File: src/rtl/cc_pkg.sv
// ----------------------------------------------------------------------------
// Code completeness scanner package
// Shared types, character codes and default sizes of the scanner.
// ----------------------------------------------------------------------------
package cc_pkg;

  localparam int MAX_TAG_DEF    = 64;
  localparam int DEPTH_BITS_DEF = 16;

  // Configuration register indexes.
  localparam int CfgIdxW = 1;
  localparam logic [CfgIdxW-1:0] CFG_SHORT_OPEN = 1'b0;
  localparam logic [CfgIdxW-1:0] CFG_PCT_TAGS   = 1'b1;

  // Character codes.
  localparam logic [7:0] CH_LCURLY = 8'h7B;
  localparam logic [7:0] CH_RCURLY = 8'h7D;
  localparam logic [7:0] CH_LPAREN = 8'h28;
  localparam logic [7:0] CH_RPAREN = 8'h29;
  localparam logic [7:0] CH_SEMI   = 8'h3B;
  localparam logic [7:0] CH_BSLASH = 8'h5C;
  localparam logic [7:0] CH_HASH   = 8'h23;
  localparam logic [7:0] CH_SQUOTE = 8'h27;
  localparam logic [7:0] CH_DQUOTE = 8'h22;
  localparam logic [7:0] CH_SLASH  = 8'h2F;
  localparam logic [7:0] CH_STAR   = 8'h2A;
  localparam logic [7:0] CH_PCT    = 8'h25;
  localparam logic [7:0] CH_QUEST  = 8'h3F;
  localparam logic [7:0] CH_LT     = 8'h3C;
  localparam logic [7:0] CH_GT     = 8'h3E;
  localparam logic [7:0] CH_SPACE  = 8'h20;
  localparam logic [7:0] CH_TAB    = 8'h09;
  localparam logic [7:0] CH_LF     = 8'h0A;
  localparam logic [7:0] CH_CR     = 8'h0D;
  localparam logic [7:0] CH_P      = 8'h70;
  localparam logic [7:0] CH_H      = 8'h68;
  localparam logic [7:0] CH_NUL    = 8'h00;

  typedef enum logic [3:0] {
    MODE_BODY      = 4'd0,
    MODE_SQ        = 4'd1,
    MODE_DQ        = 4'd2,
    MODE_SQ_ESC    = 4'd3,
    MODE_DQ_ESC    = 4'd4,
    MODE_LINE_CMT  = 4'd5,
    MODE_BLOCK_CMT = 4'd6,
    MODE_DOC_OPEN  = 4'd7,
    MODE_DOC_BODY  = 4'd8,
    MODE_OUTSIDE   = 4'd9
  } scan_mode_e;

  typedef enum logic [2:0] {
    PROMPT_NORMAL  = 3'd0,
    PROMPT_PAREN   = 3'd1,
    PROMPT_CURLY   = 3'd2,
    PROMPT_SQUOTE  = 3'd3,
    PROMPT_DQUOTE  = 3'd4,
    PROMPT_COMMENT = 3'd5,
    PROMPT_HEREDOC = 3'd6,
    PROMPT_OUTSIDE = 3'd7
  } prompt_kind_e;

  // One history entry: a byte and whether it exists.
  typedef struct packed {
    logic [7:0] data;
    logic       vld;
  } hist_ent_t;

  typedef struct packed {
    logic       clear;
    logic [1:0] shift;
  } hist_ctrl_t;

  typedef struct packed {
    logic       push;
    logic       pop;
    logic       rshift;
    logic [7:0] wbyte;
    logic [7:0] rbyte;
  } tag_ctrl_t;

  typedef struct packed {
    logic fail_a;
    logic term_a;
    logic fail_b;
    logic term_b;
  } tag_cmp_t;

endpackage

File: src/rtl/cc_if.sv
// ----------------------------------------------------------------------------
// Scanner channel interfaces
// Valid/ready channels for code bytes in and scan results out.
// ----------------------------------------------------------------------------
interface cc_req_if;
  logic       valid;
  logic       ready;
  logic [7:0] code_byte;
  logic       last_byte;

  modport source (output valid, output code_byte, output last_byte, input ready);
  modport sink   (input valid, input code_byte, input last_byte, output ready);
endinterface

interface cc_res_if;
  logic       valid;
  logic       ready;
  logic       complete;
  logic [2:0] prompt_kind;

  modport source (output valid, output complete, output prompt_kind, input ready);
  modport sink   (input valid, input complete, input prompt_kind, output ready);
endinterface

File: src/rtl/cc_hist_cell.sv
// ----------------------------------------------------------------------------
// History cell
// One entry of the recent-byte row; moves zero to three places per cycle.
// ----------------------------------------------------------------------------
module cc_hist_cell (
  input  logic              clk_i,
  input  logic              rst_ni,
  input  cc_pkg::hist_ctrl_t ctrl_i,
  input  cc_pkg::hist_ent_t  p1_i,
  input  cc_pkg::hist_ent_t  p2_i,
  input  cc_pkg::hist_ent_t  p3_i,
  output cc_pkg::hist_ent_t  ent_o
);
  import cc_pkg::*;

  hist_ent_t  ent_d;
  logic [7:0] data_q;
  logic       vld_q;

  always_comb begin
    unique case (ctrl_i.shift)
      2'd0: ent_d = '{data: data_q, vld: vld_q};
      2'd1: ent_d = p1_i;
      2'd2: ent_d = p2_i;
      2'd3: ent_d = p3_i;
      default: ent_d = '{data: data_q, vld: vld_q};
    endcase
  end

  always_ff @(posedge clk_i or negedge rst_ni) begin
    if (!rst_ni) begin
      vld_q <= 1'b0;
    end else if (ctrl_i.clear) begin
      vld_q <= 1'b0;
    end else begin
      vld_q <= ent_d.vld;
    end
  end

  always_ff @(posedge clk_i) begin
    data_q <= ent_d.data;
  end

  assign ent_o = '{data: data_q, vld: vld_q};

endmodule

File: src/rtl/cc_tag_cell.sv
// ----------------------------------------------------------------------------
// Tag cell
// Holds one right-aligned heredoc tag byte and one queued tag byte, and
// compares the tag byte against its two history neighbours.
// ----------------------------------------------------------------------------
module cc_tag_cell (
  input  logic               clk_i,
  input  cc_pkg::tag_ctrl_t  ctrl_i,
  input  logic               wr_sel_i,
  input  logic               active_i,
  input  logic [7:0]         q_next_i,
  input  logic [7:0]         r_prev_i,
  input  cc_pkg::hist_ent_t  h0_i,
  input  cc_pkg::hist_ent_t  h1_i,
  output logic [7:0]         q_o,
  output logic [7:0]         r_o,
  output cc_pkg::tag_cmp_t   cmp_o
);
  import cc_pkg::*;

  logic [7:0] q_d, q_q, r_d, r_q;
  logic       ok_a, ok_b, nul;

  always_comb begin
    q_d = q_q;
    if (ctrl_i.pop) begin
      q_d = wr_sel_i ? ctrl_i.wbyte : q_next_i;
    end else if (wr_sel_i) begin
      q_d = ctrl_i.wbyte;
    end
    r_d = ctrl_i.rshift ? r_prev_i : r_q;
  end

  always_ff @(posedge clk_i) begin
    q_q <= q_d;
    r_q <= r_d;
  end

  assign ok_a = h0_i.vld && (h0_i.data == r_q);
  assign ok_b = h1_i.vld && (h1_i.data == r_q);
  assign nul  = (r_q == CH_NUL);

  assign cmp_o.fail_a = active_i && !ok_a;
  assign cmp_o.term_a = active_i && ok_a && nul;
  assign cmp_o.fail_b = active_i && !ok_b;
  assign cmp_o.term_b = active_i && ok_b && nul;

  assign q_o = q_q;
  assign r_o = r_q;

endmodule

File: src/rtl/code_completeness_scanner.sv
// ----------------------------------------------------------------------------
// Code completeness scanner
// Scans a script buffer byte by byte and tells, at its last byte, whether it
// ends at a complete statement and which prompt class fits.
// ----------------------------------------------------------------------------
//
//   Channel   Direction  Payload                        Accepted when
//   req_i     in         code_byte[7:0], last_byte      valid && ready
//   res_o     out        complete, prompt_kind[2:0]     valid && ready
//   cfg       in         cfg_idx_i, cfg_data_i          cfg_we_i
//
// A byte that is not the last is taken in every cycle, with no gap between.
// After the last byte of a buffer the scanner drains the bytes left in the
// lookahead window, as one decision unit works through them; an opener drops
// the bytes it swallows in the same cycle. The request port is held off
// during the drain; while a result waits in the output register only the
// next drain stalls. Reset clears the control state and valid flags; window,
// history and tag bytes and the result payload are not reset.
module code_completeness_scanner #(
  parameter int MAX_TAG    = cc_pkg::MAX_TAG_DEF,
  parameter int DEPTH_BITS = cc_pkg::DEPTH_BITS_DEF
) (
  input  logic                       clk_i,
  input  logic                       rst_ni,
  cc_req_if.sink                     req_i,
  cc_res_if.source                   res_o,
  input  logic                       cfg_we_i,
  input  logic [cc_pkg::CfgIdxW-1:0] cfg_idx_i,
  input  logic                       cfg_data_i
);
  import cc_pkg::*;

  // History holds the tag plus a leading newline and an optional ';'.
  localparam int HIST  = MAX_TAG + 2;
  localparam int LenW  = $clog2(MAX_TAG + 1);
  localparam int FillW = $clog2(MAX_TAG + 2);

  // Configuration.
  logic short_q, asp_q;

  // Scan state.
  scan_mode_e            mode_q, mode_d, dec_mode;
  logic                  end_ok_q, end_ok_d, dec_end_ok;
  logic                  saved_q, saved_d, dec_saved;
  logic [DEPTH_BITS-1:0] curly_q, curly_d, dec_curly;
  logic [DEPTH_BITS-1:0] paren_q, paren_d, dec_paren;
  logic [LenW-1:0]       len_q, len_d, dec_len;
  logic [FillW-1:0]      fill_q, fill_d, dec_fill;
  logic                  ovf_q, ovf_d, dec_ovf;

  // Lookahead window and drain control.
  logic [7:0] win_q [3];
  logic [7:0] win_d [3];
  logic [1:0] wcnt_q, wcnt_d;
  logic       flush_q, flush_d;

  // Result register.
  logic       out_vld_q, out_vld_d;
  logic       out_cmp_q, out_cmp_d;
  logic [2:0] out_kind_q, out_kind_d;

  logic       req_fire, out_free, adv, finish;
  logic [7:0] wnew [3];
  logic [7:0] w    [3];
  logic [1:0] nnew, n_sel, navail, consume, drop, rem;
  logic [7:0] c0, c1, c2;

  // History row.
  hist_ent_t  hist [HIST];
  hist_ent_t  ext  [HIST+3];
  hist_ctrl_t hctrl;

  // Tag row.
  tag_ctrl_t        tctrl;
  logic [7:0]       tq   [MAX_TAG];
  logic [7:0]       tr   [MAX_TAG];
  tag_cmp_t         tcmp [MAX_TAG];
  logic [LenW-1:0]  qcnt, qwidx;
  logic [FillW-1:0] fill_cap;

  logic b1_star, b1_lt, b1_h, b1_semi, b2_p, b3_q, b4_lt;
  logic nl_a, nl_b, match_a, match_b;

  assign req_fire = req_i.valid && req_i.ready;
  assign out_free = !out_vld_q || res_o.ready;
  assign req_i.ready = !flush_q;

  // --------------------------------------------------------------------------
  // Configuration writes
  // --------------------------------------------------------------------------
  always_ff @(posedge clk_i or negedge rst_ni) begin
    if (!rst_ni) begin
      short_q <= 1'b0;
      asp_q   <= 1'b0;
    end else if (cfg_we_i) begin
      unique case (cfg_idx_i)
        CFG_SHORT_OPEN: short_q <= cfg_data_i;
        CFG_PCT_TAGS:   asp_q   <= cfg_data_i;
        default: ;
      endcase
    end
  end

  // --------------------------------------------------------------------------
  // Window assembly: pending bytes followed by the incoming byte.
  // --------------------------------------------------------------------------
  always_comb begin
    wnew[0] = req_i.code_byte;
    wnew[1] = win_q[1];
    wnew[2] = req_i.code_byte;
    unique case (wcnt_q)
      2'd1: begin
        wnew[0] = win_q[0];
        wnew[1] = req_i.code_byte;
      end
      2'd2: begin
        wnew[0] = win_q[0];
        wnew[1] = win_q[1];
      end
      default: ;
    endcase
  end

  assign nnew   = wcnt_q + 2'd1;
  assign n_sel  = flush_q ? wcnt_q : nnew;
  assign navail = n_sel - 2'd1;
  assign w[0]   = flush_q ? win_q[0] : wnew[0];
  assign w[1]   = flush_q ? win_q[1] : wnew[1];
  assign w[2]   = flush_q ? win_q[2] : wnew[2];
  assign c0 = w[0];
  assign c1 = w[1];
  assign c2 = w[2];

  // A decision is made once three bytes are in hand, or on every drain cycle
  // while the result register has room.
  assign adv = flush_q ? out_free : (req_fire && !req_i.last_byte && (nnew == 2'd3));

  // --------------------------------------------------------------------------
  // Fixed look-back taps
  // --------------------------------------------------------------------------
  assign b1_star = hist[0].vld && (hist[0].data == CH_STAR);
  assign b1_lt   = hist[0].vld && (hist[0].data == CH_LT);
  assign b1_h    = hist[0].vld && (hist[0].data == CH_H);
  assign b1_semi = hist[0].vld && (hist[0].data == CH_SEMI);
  assign b2_p    = hist[1].vld && (hist[1].data == CH_P);
  assign b3_q    = hist[2].vld && (hist[2].data == CH_QUEST);
  assign b4_lt   = hist[3].vld && (hist[3].data == CH_LT);

  // Newline just before the tag, for the plain and the ';'-terminated end.
  always_comb begin
    nl_a = 1'b0;
    nl_b = 1'b0;
    for (int i = 0; i < HIST; i++) begin
      if (hist[i].vld && (hist[i].data == CH_LF)) begin
        if (i == int'(len_q))       nl_a = 1'b1;
        if (i == int'(len_q) + 1)   nl_b = 1'b1;
      end
    end
  end

  // A tag matches unless some mismatch comes before the first matching
  // zero byte; tag order runs from the high cell down to cell zero.
  always_comb begin
    logic term_above_a, term_above_b;
    term_above_a = 1'b0;
    term_above_b = 1'b0;
    match_a = 1'b1;
    match_b = 1'b1;
    for (int m = MAX_TAG - 1; m >= 0; m--) begin
      if (tcmp[m].fail_a && !term_above_a) match_a = 1'b0;
      if (tcmp[m].fail_b && !term_above_b) match_b = 1'b0;
      term_above_a = term_above_a || tcmp[m].term_a;
      term_above_b = term_above_b || tcmp[m].term_b;
    end
  end

  // Queue of tag bytes not yet moved into the aligned tag row.
  assign fill_cap = (fill_q > FillW'(MAX_TAG)) ? FillW'(MAX_TAG) : fill_q;
  assign qcnt     = LenW'(fill_cap - FillW'(len_q));
  assign qwidx    = tctrl.pop ? (qcnt - LenW'(1)) : qcnt;

  // --------------------------------------------------------------------------
  // Decision unit: the oldest window byte against the current scan state.
  // --------------------------------------------------------------------------
  always_comb begin
    dec_mode   = mode_q;
    dec_end_ok = end_ok_q;
    dec_saved  = saved_q;
    dec_curly  = curly_q;
    dec_paren  = paren_q;
    dec_len    = len_q;
    dec_fill   = fill_q;
    dec_ovf    = ovf_q;
    consume    = 2'd0;
    tctrl      = '0;
    tctrl.wbyte = c0;
    tctrl.rbyte = c0;

    unique case (mode_q)
      MODE_SQ: begin
        if (c0 == CH_BSLASH)      dec_mode = MODE_SQ_ESC;
        else if (c0 == CH_SQUOTE) dec_mode = MODE_BODY;
      end
      MODE_SQ_ESC: dec_mode = MODE_SQ;
      MODE_DQ: begin
        if (c0 == CH_BSLASH)      dec_mode = MODE_DQ_ESC;
        else if (c0 == CH_DQUOTE) dec_mode = MODE_BODY;
      end
      MODE_DQ_ESC: dec_mode = MODE_DQ;
      MODE_LINE_CMT: begin
        if (c0 == CH_LF) dec_mode = MODE_BODY;
      end
      MODE_BLOCK_CMT: begin
        if (c0 == CH_SLASH && b1_star) begin
          dec_mode   = MODE_BODY;
          dec_end_ok = saved_q;
        end
      end
      MODE_DOC_OPEN: begin
        if (c0 == CH_CR || c0 == CH_LF) begin
          dec_mode = MODE_DOC_BODY;
        end else if (c0 == CH_SPACE || c0 == CH_TAB) begin
          // Blanks inside the tag are stored but not counted.
          if (len_q != '0) begin
            tctrl.push = (fill_q < FillW'(MAX_TAG));
            if (fill_q <= FillW'(MAX_TAG)) dec_fill = fill_q + FillW'(1);
          end
        end else if (len_q == '0) begin
          tctrl.rshift = 1'b1;
          dec_fill     = FillW'(1);
          dec_len      = LenW'(1);
        end else if (len_q < LenW'(MAX_TAG)) begin
          dec_len      = len_q + LenW'(1);
          tctrl.rshift = 1'b1;
          if (fill_q <= FillW'(MAX_TAG)) dec_fill = fill_q + FillW'(1);
          if (qcnt != '0) begin
            tctrl.pop   = 1'b1;
            tctrl.push  = (fill_q < FillW'(MAX_TAG));
            tctrl.rbyte = tq[0];
          end
        end else begin
          dec_ovf = 1'b1;
          if (fill_q <= FillW'(MAX_TAG)) dec_fill = fill_q + FillW'(1);
        end
      end
      MODE_DOC_BODY: begin
        if (!ovf_q && c0 == CH_LF) begin
          if (nl_a && match_a) begin
            dec_mode = MODE_BODY;
          end else if (nl_b && match_b && b1_semi) begin
            dec_mode   = MODE_BODY;
            dec_end_ok = 1'b1;
          end
        end
      end
      MODE_OUTSIDE: begin
        if ((short_q && c0 == CH_QUEST && b1_lt) ||
            (asp_q && c0 == CH_PCT && b1_lt) ||
            (c0 == CH_P && b4_lt && b3_q && b2_p && b1_h)) begin
          dec_mode = MODE_BODY;
        end
      end
      default: begin
        // Body mode, and any code that means nothing.
        dec_mode = MODE_BODY;
        unique case (c0)
          CH_LCURLY: begin
            if (curly_q != '1) dec_curly = curly_q + DEPTH_BITS'(1);
            dec_end_ok = 1'b0;
          end
          CH_RCURLY: begin
            if (curly_q != '0) dec_curly = curly_q - DEPTH_BITS'(1);
            dec_end_ok = (dec_curly == '0);
          end
          CH_LPAREN: begin
            if (paren_q != '1) dec_paren = paren_q + DEPTH_BITS'(1);
            dec_end_ok = 1'b0;
          end
          CH_RPAREN: begin
            if (paren_q != '0) dec_paren = paren_q - DEPTH_BITS'(1);
            dec_end_ok = 1'b0;
          end
          CH_SEMI: dec_end_ok = (paren_q == '0) && (curly_q == '0);
          CH_SPACE, CH_CR, CH_LF, CH_TAB: ;
          CH_SQUOTE: dec_mode = MODE_SQ;
          CH_DQUOTE: dec_mode = MODE_DQ;
          CH_HASH:   dec_mode = MODE_LINE_CMT;
          CH_SLASH: begin
            if (navail >= 2'd1 && c1 == CH_SLASH) begin
              dec_mode = MODE_LINE_CMT;
              consume  = 2'd1;
            end else if (navail >= 2'd1 && c1 == CH_STAR) begin
              dec_saved  = end_ok_q;
              dec_end_ok = 1'b0;
              dec_mode   = MODE_BLOCK_CMT;
              consume    = 2'd1;
            end else begin
              dec_end_ok = 1'b0;
            end
          end
          CH_PCT, CH_QUEST: begin
            if (c0 == CH_PCT && !asp_q) begin
              dec_end_ok = 1'b0;
            end else if (navail >= 2'd1 && c1 == CH_GT) begin
              dec_mode = MODE_OUTSIDE;
              consume  = 2'd1;
            end else begin
              dec_end_ok = 1'b0;
            end
          end
          CH_LT: begin
            dec_end_ok = 1'b0;
            if (navail == 2'd2 && c1 == CH_LT && c2 == CH_LT) begin
              dec_mode = MODE_DOC_OPEN;
              dec_len  = '0;
              dec_fill = '0;
              dec_ovf  = 1'b0;
              consume  = 2'd2;
            end
          end
          default: dec_end_ok = 1'b0;
        endcase
      end
    endcase

    if (!adv) begin
      tctrl.push   = 1'b0;
      tctrl.pop    = 1'b0;
      tctrl.rshift = 1'b0;
    end
  end

  // Bytes dropped from the window: the decided one plus what it consumed.
  assign drop   = ((2'd1 + consume) > n_sel) ? n_sel : (2'd1 + consume);
  assign rem    = n_sel - drop;
  assign finish = flush_q && out_free && (rem == 2'd0);

  // --------------------------------------------------------------------------
  // Next state
  // --------------------------------------------------------------------------
  always_comb begin
    mode_d   = mode_q;
    end_ok_d = end_ok_q;
    saved_d  = saved_q;
    curly_d  = curly_q;
    paren_d  = paren_q;
    len_d    = len_q;
    fill_d   = fill_q;
    ovf_d    = ovf_q;
    win_d    = win_q;
    wcnt_d   = wcnt_q;
    flush_d  = flush_q;

    out_vld_d  = out_vld_q && !res_o.ready;
    out_cmp_d  = out_cmp_q;
    out_kind_d = out_kind_q;

    if (adv) begin
      mode_d   = dec_mode;
      end_ok_d = dec_end_ok;
      saved_d  = dec_saved;
      curly_d  = dec_curly;
      paren_d  = dec_paren;
      len_d    = dec_len;
      fill_d   = dec_fill;
      ovf_d    = dec_ovf;
      wcnt_d   = rem;
      for (int j = 0; j < 3; j++) begin
        if (j + int'(drop) < 3) win_d[j] = w[j + int'(drop)];
      end
    end else if (req_fire) begin
      win_d   = wnew;
      wcnt_d  = nnew;
      flush_d = req_i.last_byte;
    end

    if (finish) begin
      out_vld_d = 1'b1;
      out_cmp_d = dec_end_ok && (dec_curly == '0);
      unique case (dec_mode)
        MODE_SQ, MODE_SQ_ESC: out_kind_d = PROMPT_SQUOTE;
        MODE_DQ, MODE_DQ_ESC: out_kind_d = PROMPT_DQUOTE;
        MODE_BLOCK_CMT:       out_kind_d = PROMPT_COMMENT;
        MODE_DOC_BODY:        out_kind_d = PROMPT_HEREDOC;
        MODE_OUTSIDE:         out_kind_d = PROMPT_OUTSIDE;
        default: begin
          if (dec_paren != '0)      out_kind_d = PROMPT_PAREN;
          else if (dec_curly != '0) out_kind_d = PROMPT_CURLY;
          else                      out_kind_d = PROMPT_NORMAL;
        end
      endcase
      // The scan starts over for the next buffer.
      mode_d   = MODE_BODY;
      end_ok_d = 1'b1;
      saved_d  = 1'b0;
      curly_d  = '0;
      paren_d  = '0;
      len_d    = '0;
      fill_d   = '0;
      ovf_d    = 1'b0;
      wcnt_d   = 2'd0;
      flush_d  = 1'b0;
    end
  end

  always_ff @(posedge clk_i or negedge rst_ni) begin
    if (!rst_ni) begin
      mode_q    <= MODE_BODY;
      end_ok_q  <= 1'b1;
      saved_q   <= 1'b0;
      curly_q   <= '0;
      paren_q   <= '0;
      len_q     <= '0;
      fill_q    <= '0;
      ovf_q     <= 1'b0;
      wcnt_q    <= 2'd0;
      flush_q   <= 1'b0;
      out_vld_q <= 1'b0;
    end else begin
      mode_q    <= mode_d;
      end_ok_q  <= end_ok_d;
      saved_q   <= saved_d;
      curly_q   <= curly_d;
      paren_q   <= paren_d;
      len_q     <= len_d;
      fill_q    <= fill_d;
      ovf_q     <= ovf_d;
      wcnt_q    <= wcnt_d;
      flush_q   <= flush_d;
      out_vld_q <= out_vld_d;
    end
  end

  always_ff @(posedge clk_i) begin
    win_q      <= win_d;
    out_cmp_q  <= out_cmp_d;
    out_kind_q <= out_kind_d;
  end

  assign res_o.valid       = out_vld_q;
  assign res_o.complete    = out_cmp_q;
  assign res_o.prompt_kind = out_kind_q;

  // --------------------------------------------------------------------------
  // History row: dropped bytes enter at cell zero, newest first. The oldest
  // dropped byte always sits in ext[2], so it lands deepest in the row.
  // --------------------------------------------------------------------------
  assign hctrl.clear = finish;
  assign hctrl.shift = adv ? drop : 2'd0;

  always_comb begin
    ext[0] = '0;
    ext[1] = '0;
    ext[2] = '0;
    unique case (drop)
      2'd1: ext[2] = '{data: w[0], vld: 1'b1};
      2'd2: begin
        ext[2] = '{data: w[0], vld: 1'b1};
        ext[1] = '{data: w[1], vld: 1'b1};
      end
      2'd3: begin
        ext[2] = '{data: w[0], vld: 1'b1};
        ext[1] = '{data: w[1], vld: 1'b1};
        ext[0] = '{data: w[2], vld: 1'b1};
      end
      default: ;
    endcase
    for (int i = 0; i < HIST; i++) begin
      ext[i+3] = hist[i];
    end
  end

  for (genvar i = 0; i < HIST; i++) begin : g_hist
    cc_hist_cell u_cell (
      .clk_i  (clk_i),
      .rst_ni (rst_ni),
      .ctrl_i (hctrl),
      .p1_i   (ext[i+2]),
      .p2_i   (ext[i+1]),
      .p3_i   (ext[i]),
      .ent_o  (hist[i])
    );
  end

  // --------------------------------------------------------------------------
  // Tag row: cell m holds tag byte (len - 1 - m), so each cell compares
  // against history cells m and m + 1 at fixed places.
  // --------------------------------------------------------------------------
  for (genvar m = 0; m < MAX_TAG; m++) begin : g_tag
    logic [7:0] q_next, r_prev;
    if (m == MAX_TAG - 1) begin : g_top
      assign q_next = '0;
    end else begin : g_mid
      assign q_next = tq[m+1];
    end
    if (m == 0) begin : g_first
      assign r_prev = tctrl.rbyte;
    end else begin : g_rest
      assign r_prev = tr[m-1];
    end

    cc_tag_cell u_cell (
      .clk_i    (clk_i),
      .ctrl_i   (tctrl),
      .wr_sel_i (tctrl.push && (m == int'(qwidx))),
      .active_i (m < int'(len_q)),
      .q_next_i (q_next),
      .r_prev_i (r_prev),
      .h0_i     (hist[m]),
      .h1_i     (hist[m+1]),
      .q_o      (tq[m]),
      .r_o      (tr[m]),
      .cmp_o    (tcmp[m])
    );
  end

endmodule

File: src/flat_wrapper.sv
// flat-port wrapper written by rule: the top's interface ports become plain ports
module code_completeness_scanner_flat import cc_pkg::*;
#(
  parameter int MAX_TAG    = cc_pkg::MAX_TAG_DEF,
  parameter int DEPTH_BITS = cc_pkg::DEPTH_BITS_DEF
)
  (clk_i, rst_ni, cfg_we_i, cfg_idx_i, cfg_data_i, req_i_valid, req_i_code_byte, req_i_last_byte, req_i_ready, res_o_valid, res_o_complete, res_o_prompt_kind, res_o_ready);
  cc_req_if req_i_i ();
  cc_res_if res_o_i ();
  input  logic clk_i;
  input  logic rst_ni;
  input  logic cfg_we_i;
  input  logic [cc_pkg::CfgIdxW-1:0] cfg_idx_i;
  input  logic cfg_data_i;
  input wire logic [$bits(req_i_i.valid)-1:0] req_i_valid;
  input wire logic [$bits(req_i_i.code_byte)-1:0] req_i_code_byte;
  input wire logic [$bits(req_i_i.last_byte)-1:0] req_i_last_byte;
  output wire logic [$bits(req_i_i.ready)-1:0] req_i_ready;
  output wire logic [$bits(res_o_i.valid)-1:0] res_o_valid;
  output wire logic [$bits(res_o_i.complete)-1:0] res_o_complete;
  output wire logic [$bits(res_o_i.prompt_kind)-1:0] res_o_prompt_kind;
  input wire logic [$bits(res_o_i.ready)-1:0] res_o_ready;
  assign req_i_i.valid = req_i_valid;
  assign req_i_i.code_byte = req_i_code_byte;
  assign req_i_i.last_byte = req_i_last_byte;
  assign req_i_ready = req_i_i.ready;
  assign res_o_valid = res_o_i.valid;
  assign res_o_complete = res_o_i.complete;
  assign res_o_prompt_kind = res_o_i.prompt_kind;
  assign res_o_i.ready = res_o_ready;
  code_completeness_scanner #(.MAX_TAG(MAX_TAG), .DEPTH_BITS(DEPTH_BITS)) u_core (.clk_i(clk_i), .rst_ni(rst_ni), .req_i(req_i_i), .res_o(res_o_i), .cfg_we_i(cfg_we_i), .cfg_idx_i(cfg_idx_i), .cfg_data_i(cfg_data_i));
endmodule
File: config.mk
export PLATFORM = sky130hd
export DESIGN_NAME = code_completeness_scanner_flat
export DESIGN_NICKNAME = d
export VERILOG_FILES = /design/src/rtl/cc_pkg.sv /design/src/rtl/cc_if.sv /design/src/rtl/cc_hist_cell.sv /design/src/rtl/cc_tag_cell.sv /design/src/rtl/code_completeness_scanner.sv /design/src/flat_wrapper.sv
export SDC_FILE = /design/constraint.sdc
export NUM_CORES = 2
export LEC_CHECK = 0
export BUFFER_PORTS_ARGS = -buffer_cell sky130_fd_sc_hd__clkbuf_2
export CAP_MARGIN = 20
export CORE_AREA = 3 3 571 630
export DETAILED_ROUTE_END_ITERATION = 6
export DIE_AREA = 0 0 574 633
export SYNTH_ARGS = -nofsm -noshare
export SYNTH_HDL_FRONTEND = slang
export SYNTH_HIERARCHICAL = 1
export SYNTH_SLANG_ARGS = --single-unit
File: constraint.sdc
create_clock -name clk_i -period 81 [get_ports clk_i]
set_input_delay 12.15 -clock clk_i [delete_from_list [all_inputs] [get_ports clk_i]]
set_output_delay 12.15 -clock clk_i [all_outputs]
set_load 0.01 [all_outputs]
==> results.cfg <==
[routing]
dr_wl_met2_um = 139600
top_layer = met5
dr.pass1.iters = 7
antenna_left = 0
routed_wirelength_um = 295000
vias = 69010
dr_wl_met3_um = 22740
drc = 0
drt-initial-drc-count = 7880
met1_length_um = 121800
viasPerCell = 5.253
wl_per_cell_um = 22.45

[sta]
fmax_ghz = 0.04924
rsz0062_at_grt = no
finalHoldViolCount = 0
holdWs_ns = 0.4960
final-max-slew-violation-count = 0
post-route-min-period_ns = 20.31
clock_skew_ns = 0.07784
finalCritPeriodShare_pct = 25.07
tightest_slew_ns = 1.168
setup_viol_count_final = 0
setup-tns-final_ns = 0
slew_headroom_pct = 21.46

[worst_setup_path]
r2r_start = u_core/wcnt_q[0]$_DFFE_PN0P_
crit_chain = clkbuf_2 > nand3b_1 > o211a_1 > inv_2 > buf_4 > nand2_1 > o31a_1 > a2111oi_0 > o31a_2 > a21o_1 > ha_1 > inv_1 > nor2_4 > buf_4 > buf_12 > buf_4 > buf_4 > or2_2
cp-end-kind = flop
cp-start-kind = primary input
reg2reg_depth = 18
critical_path.max_stage_delay_ns = 0.92
cp_data_arrival_time_ns = 20.84
crit_required_ns = 81.53
worstPathMaxFanout = 198
rrSetupSlack_ns = 70.50
timing.rr.end = u_core/g_hist[64].u_cell/data_q[1]$_DFFE_PP_
cp_slowest_cell = buf_4
worstSetupStartpoint = req_i_code_byte[3]
worst_path_most_repeated_cell = buf_4
path_class = primary input to flop

[layout]
multiInputGateArea_sq_mm = 0.04529
area_delta_synth_final_pct = 10.87
ff_latch_area_sq_mm = 0.05057
fill_cells = 35440
drive_above_1_share_pct = 16.45
mostFrequentLayoutCells = edfxtp_1 (1580), xnor2_1 (1043), nor2_1 (894), a21oi_1 (638), mux2i_1 (552)
nNetsFinal = 8284
layout.cells.most_common = edfxtp_1
final_cells = 13140
final_area_sq_mm = 0.1097

[power]
p_sw_mw = 1.750
p_per_area_mw_per_mm2 = 39.39
vdd_drop_max_uv = 46.03
power_frac_comb_pct = 41.2
p_leak_nw = 34.99
switching_share_pct = 40.51
p_int_mw = 2.570
finalPower_mw = 4.320
seq_power_share_pct = 37.6
p_clk_share_pct = 21.3

[clocking]
cts-hold-fix-buffers = 0
post_cts_resized = 0
clkLatencyLatePin_ns = 0.88
cts_tree = done
postCtsSetupRepairBufs = 0
cts_buffers = 197
clock_path_buffers = 4
clk_pin_slew_ns = 0.06
numClockSinks = 1705
root_buffer = clkbuf_16
htree_levels = 4

[floorplanning]
num_io_pins = 22
initial_core_util_pct = 27.98
die_width_um = 574
die_area_sq_mm = 0.3633
core_sq_mm = 0.3536
die_h_um = 633
rows = 229

[flow_run]
drv_cap = 0

[worst_hold_path]
hold_path_class = flop to flop
hold_depth = 1
holdCritStartpoint = u_core/g_tag[11].u_cell/q_o[1]$_DFFE_PP_
min_to = u_core/g_tag[10].u_cell/q_o[1]$_DFFE_PP_

[global_route]
grt_pass1_vias = 68470
grt_pass1_wl_um = 442600
grt_antenna_before_repair = 3
overflow = 0
grt_util_all_layers_pct = 15.48
grt_max_degree = 199

[place]
gp_congestion = 0.9342
port_buffers = 21
dp.cells = 12770
hpwl_um = 205400
place_area_sq_mm = 0.1030

[yosys]
synth_cells = 8371
synthesis.area_sq_mm = 0.09892
syn_area_per_cell_sq_um = 11.82
yosysWarningCount = 6

[outcome]
status = complete, no violations
[layer usage]
layer  up-vias  global-route usage [%]
li1      31020                       -
met1     34490                   19.87
met2      2872                   25.85
met3       625                   3.077
met4         2                   5.454
met5         -                       0
[critical path, delay by kind of cell]
kind	cells	cell delay [ns]
buffers and inverters	8	4.76
AO/OA/AOI/OAI	5	1.44
AND/OR/NAND/NOR	4	1.36
adder cells (fa/ha/maj)	1	0.75
[flip-flops by register name, indices dropped and copies added (netlist names)]
| register | cells |
|---|---|
| u_core/g_hist.u_cell/data_q | 528 |
| u_core/g_tag.u_cell/q_o | 512 |
| u_core/g_tag.u_cell/r_o | 512 |
| u_core/g_hist.u_cell/vld_q | 66 |
| u_core/win_q | 24 |
| u_core/curly_q | 16 |
| u_core/paren_q | 16 |
| u_core/fill_q | 7 |
| u_core/len_q | 7 |
| u_core/mode_q | 4 |
| u_core/res_o.prompt_kind | 3 |
| u_core/wcnt_q | 2 |
| u_core/asp_q | 1 |
| u_core/end_ok_q | 1 |
| u_core/flush_q | 1 |
| u_core/ovf_q | 1 |
| u_core/res_o.complete | 1 |
| u_core/res_o.valid | 1 |
| u_core/saved_q | 1 |
| u_core/short_q | 1 |
[worst max path at each step]
stage / slack, ns / endpoint / cells after the start
5_1_grt: 60.00 / u_core/g_hist[62].u_cell/data_q[3]$_DFFE_PP_ / 18
6_report: 60.69 / u_core/g_hist[64].u_cell/data_q[1]$_DFFE_PP_ / 18
3_5_place_dp: 60.11 / u_core/g_hist[62].u_cell/data_q[1]$_DFFE_PP_ / 18
3_3_place_gp: 60.39 / u_core/g_hist[64].u_cell/data_q[0]$_DFFE_PP_ / 18
2_1_floorplan: 30.26 / u_core/g_tag[0].u_cell/r_o[0]$_DFFE_PP_ / 8
4_1_cts: 60.99 / u_core/g_hist[62].u_cell/data_q[2]$_DFFE_PP_ / 18
[cell type report]
class / count / share of cell area [%]
well taps: 4735 / 5.402
multi-input cells: 6106 / 41.30
clock buffers: 231 / 4.705
repair buffers: 110 / 0.7472
diodes: 2 / 0.004563
inverters: 116 / 0.4061
clock inverters: 132 / 1.323
flip-flops and latches: 1705 / 46.11
[through the flow]
stage | util [%] | setup WS (ns)
finish | 31.02 | 60.69
global route | 31.02 | 60.00
CTS | 31.00 | 60.99
detailed placement | 29.13 | 60.11
global placement | 29.13 | 60.39
floorplan | - | 30.26
[power by group through the flow]
stage | clock network [mW] | registers [mW] | logic [mW]
after global placement | 0 | 1.64 | 1.71
after global routing | 0.971 | 1.64 | 1.92
after floorplan | 0 | 1.46 | 1.43
after CTS | 0.938 | 1.62 | 1.76
after detailed placement | 0 | 1.64 | 1.75
final | 0.918 | 1.62 | 1.78
(Power assumes the default switching activity.)
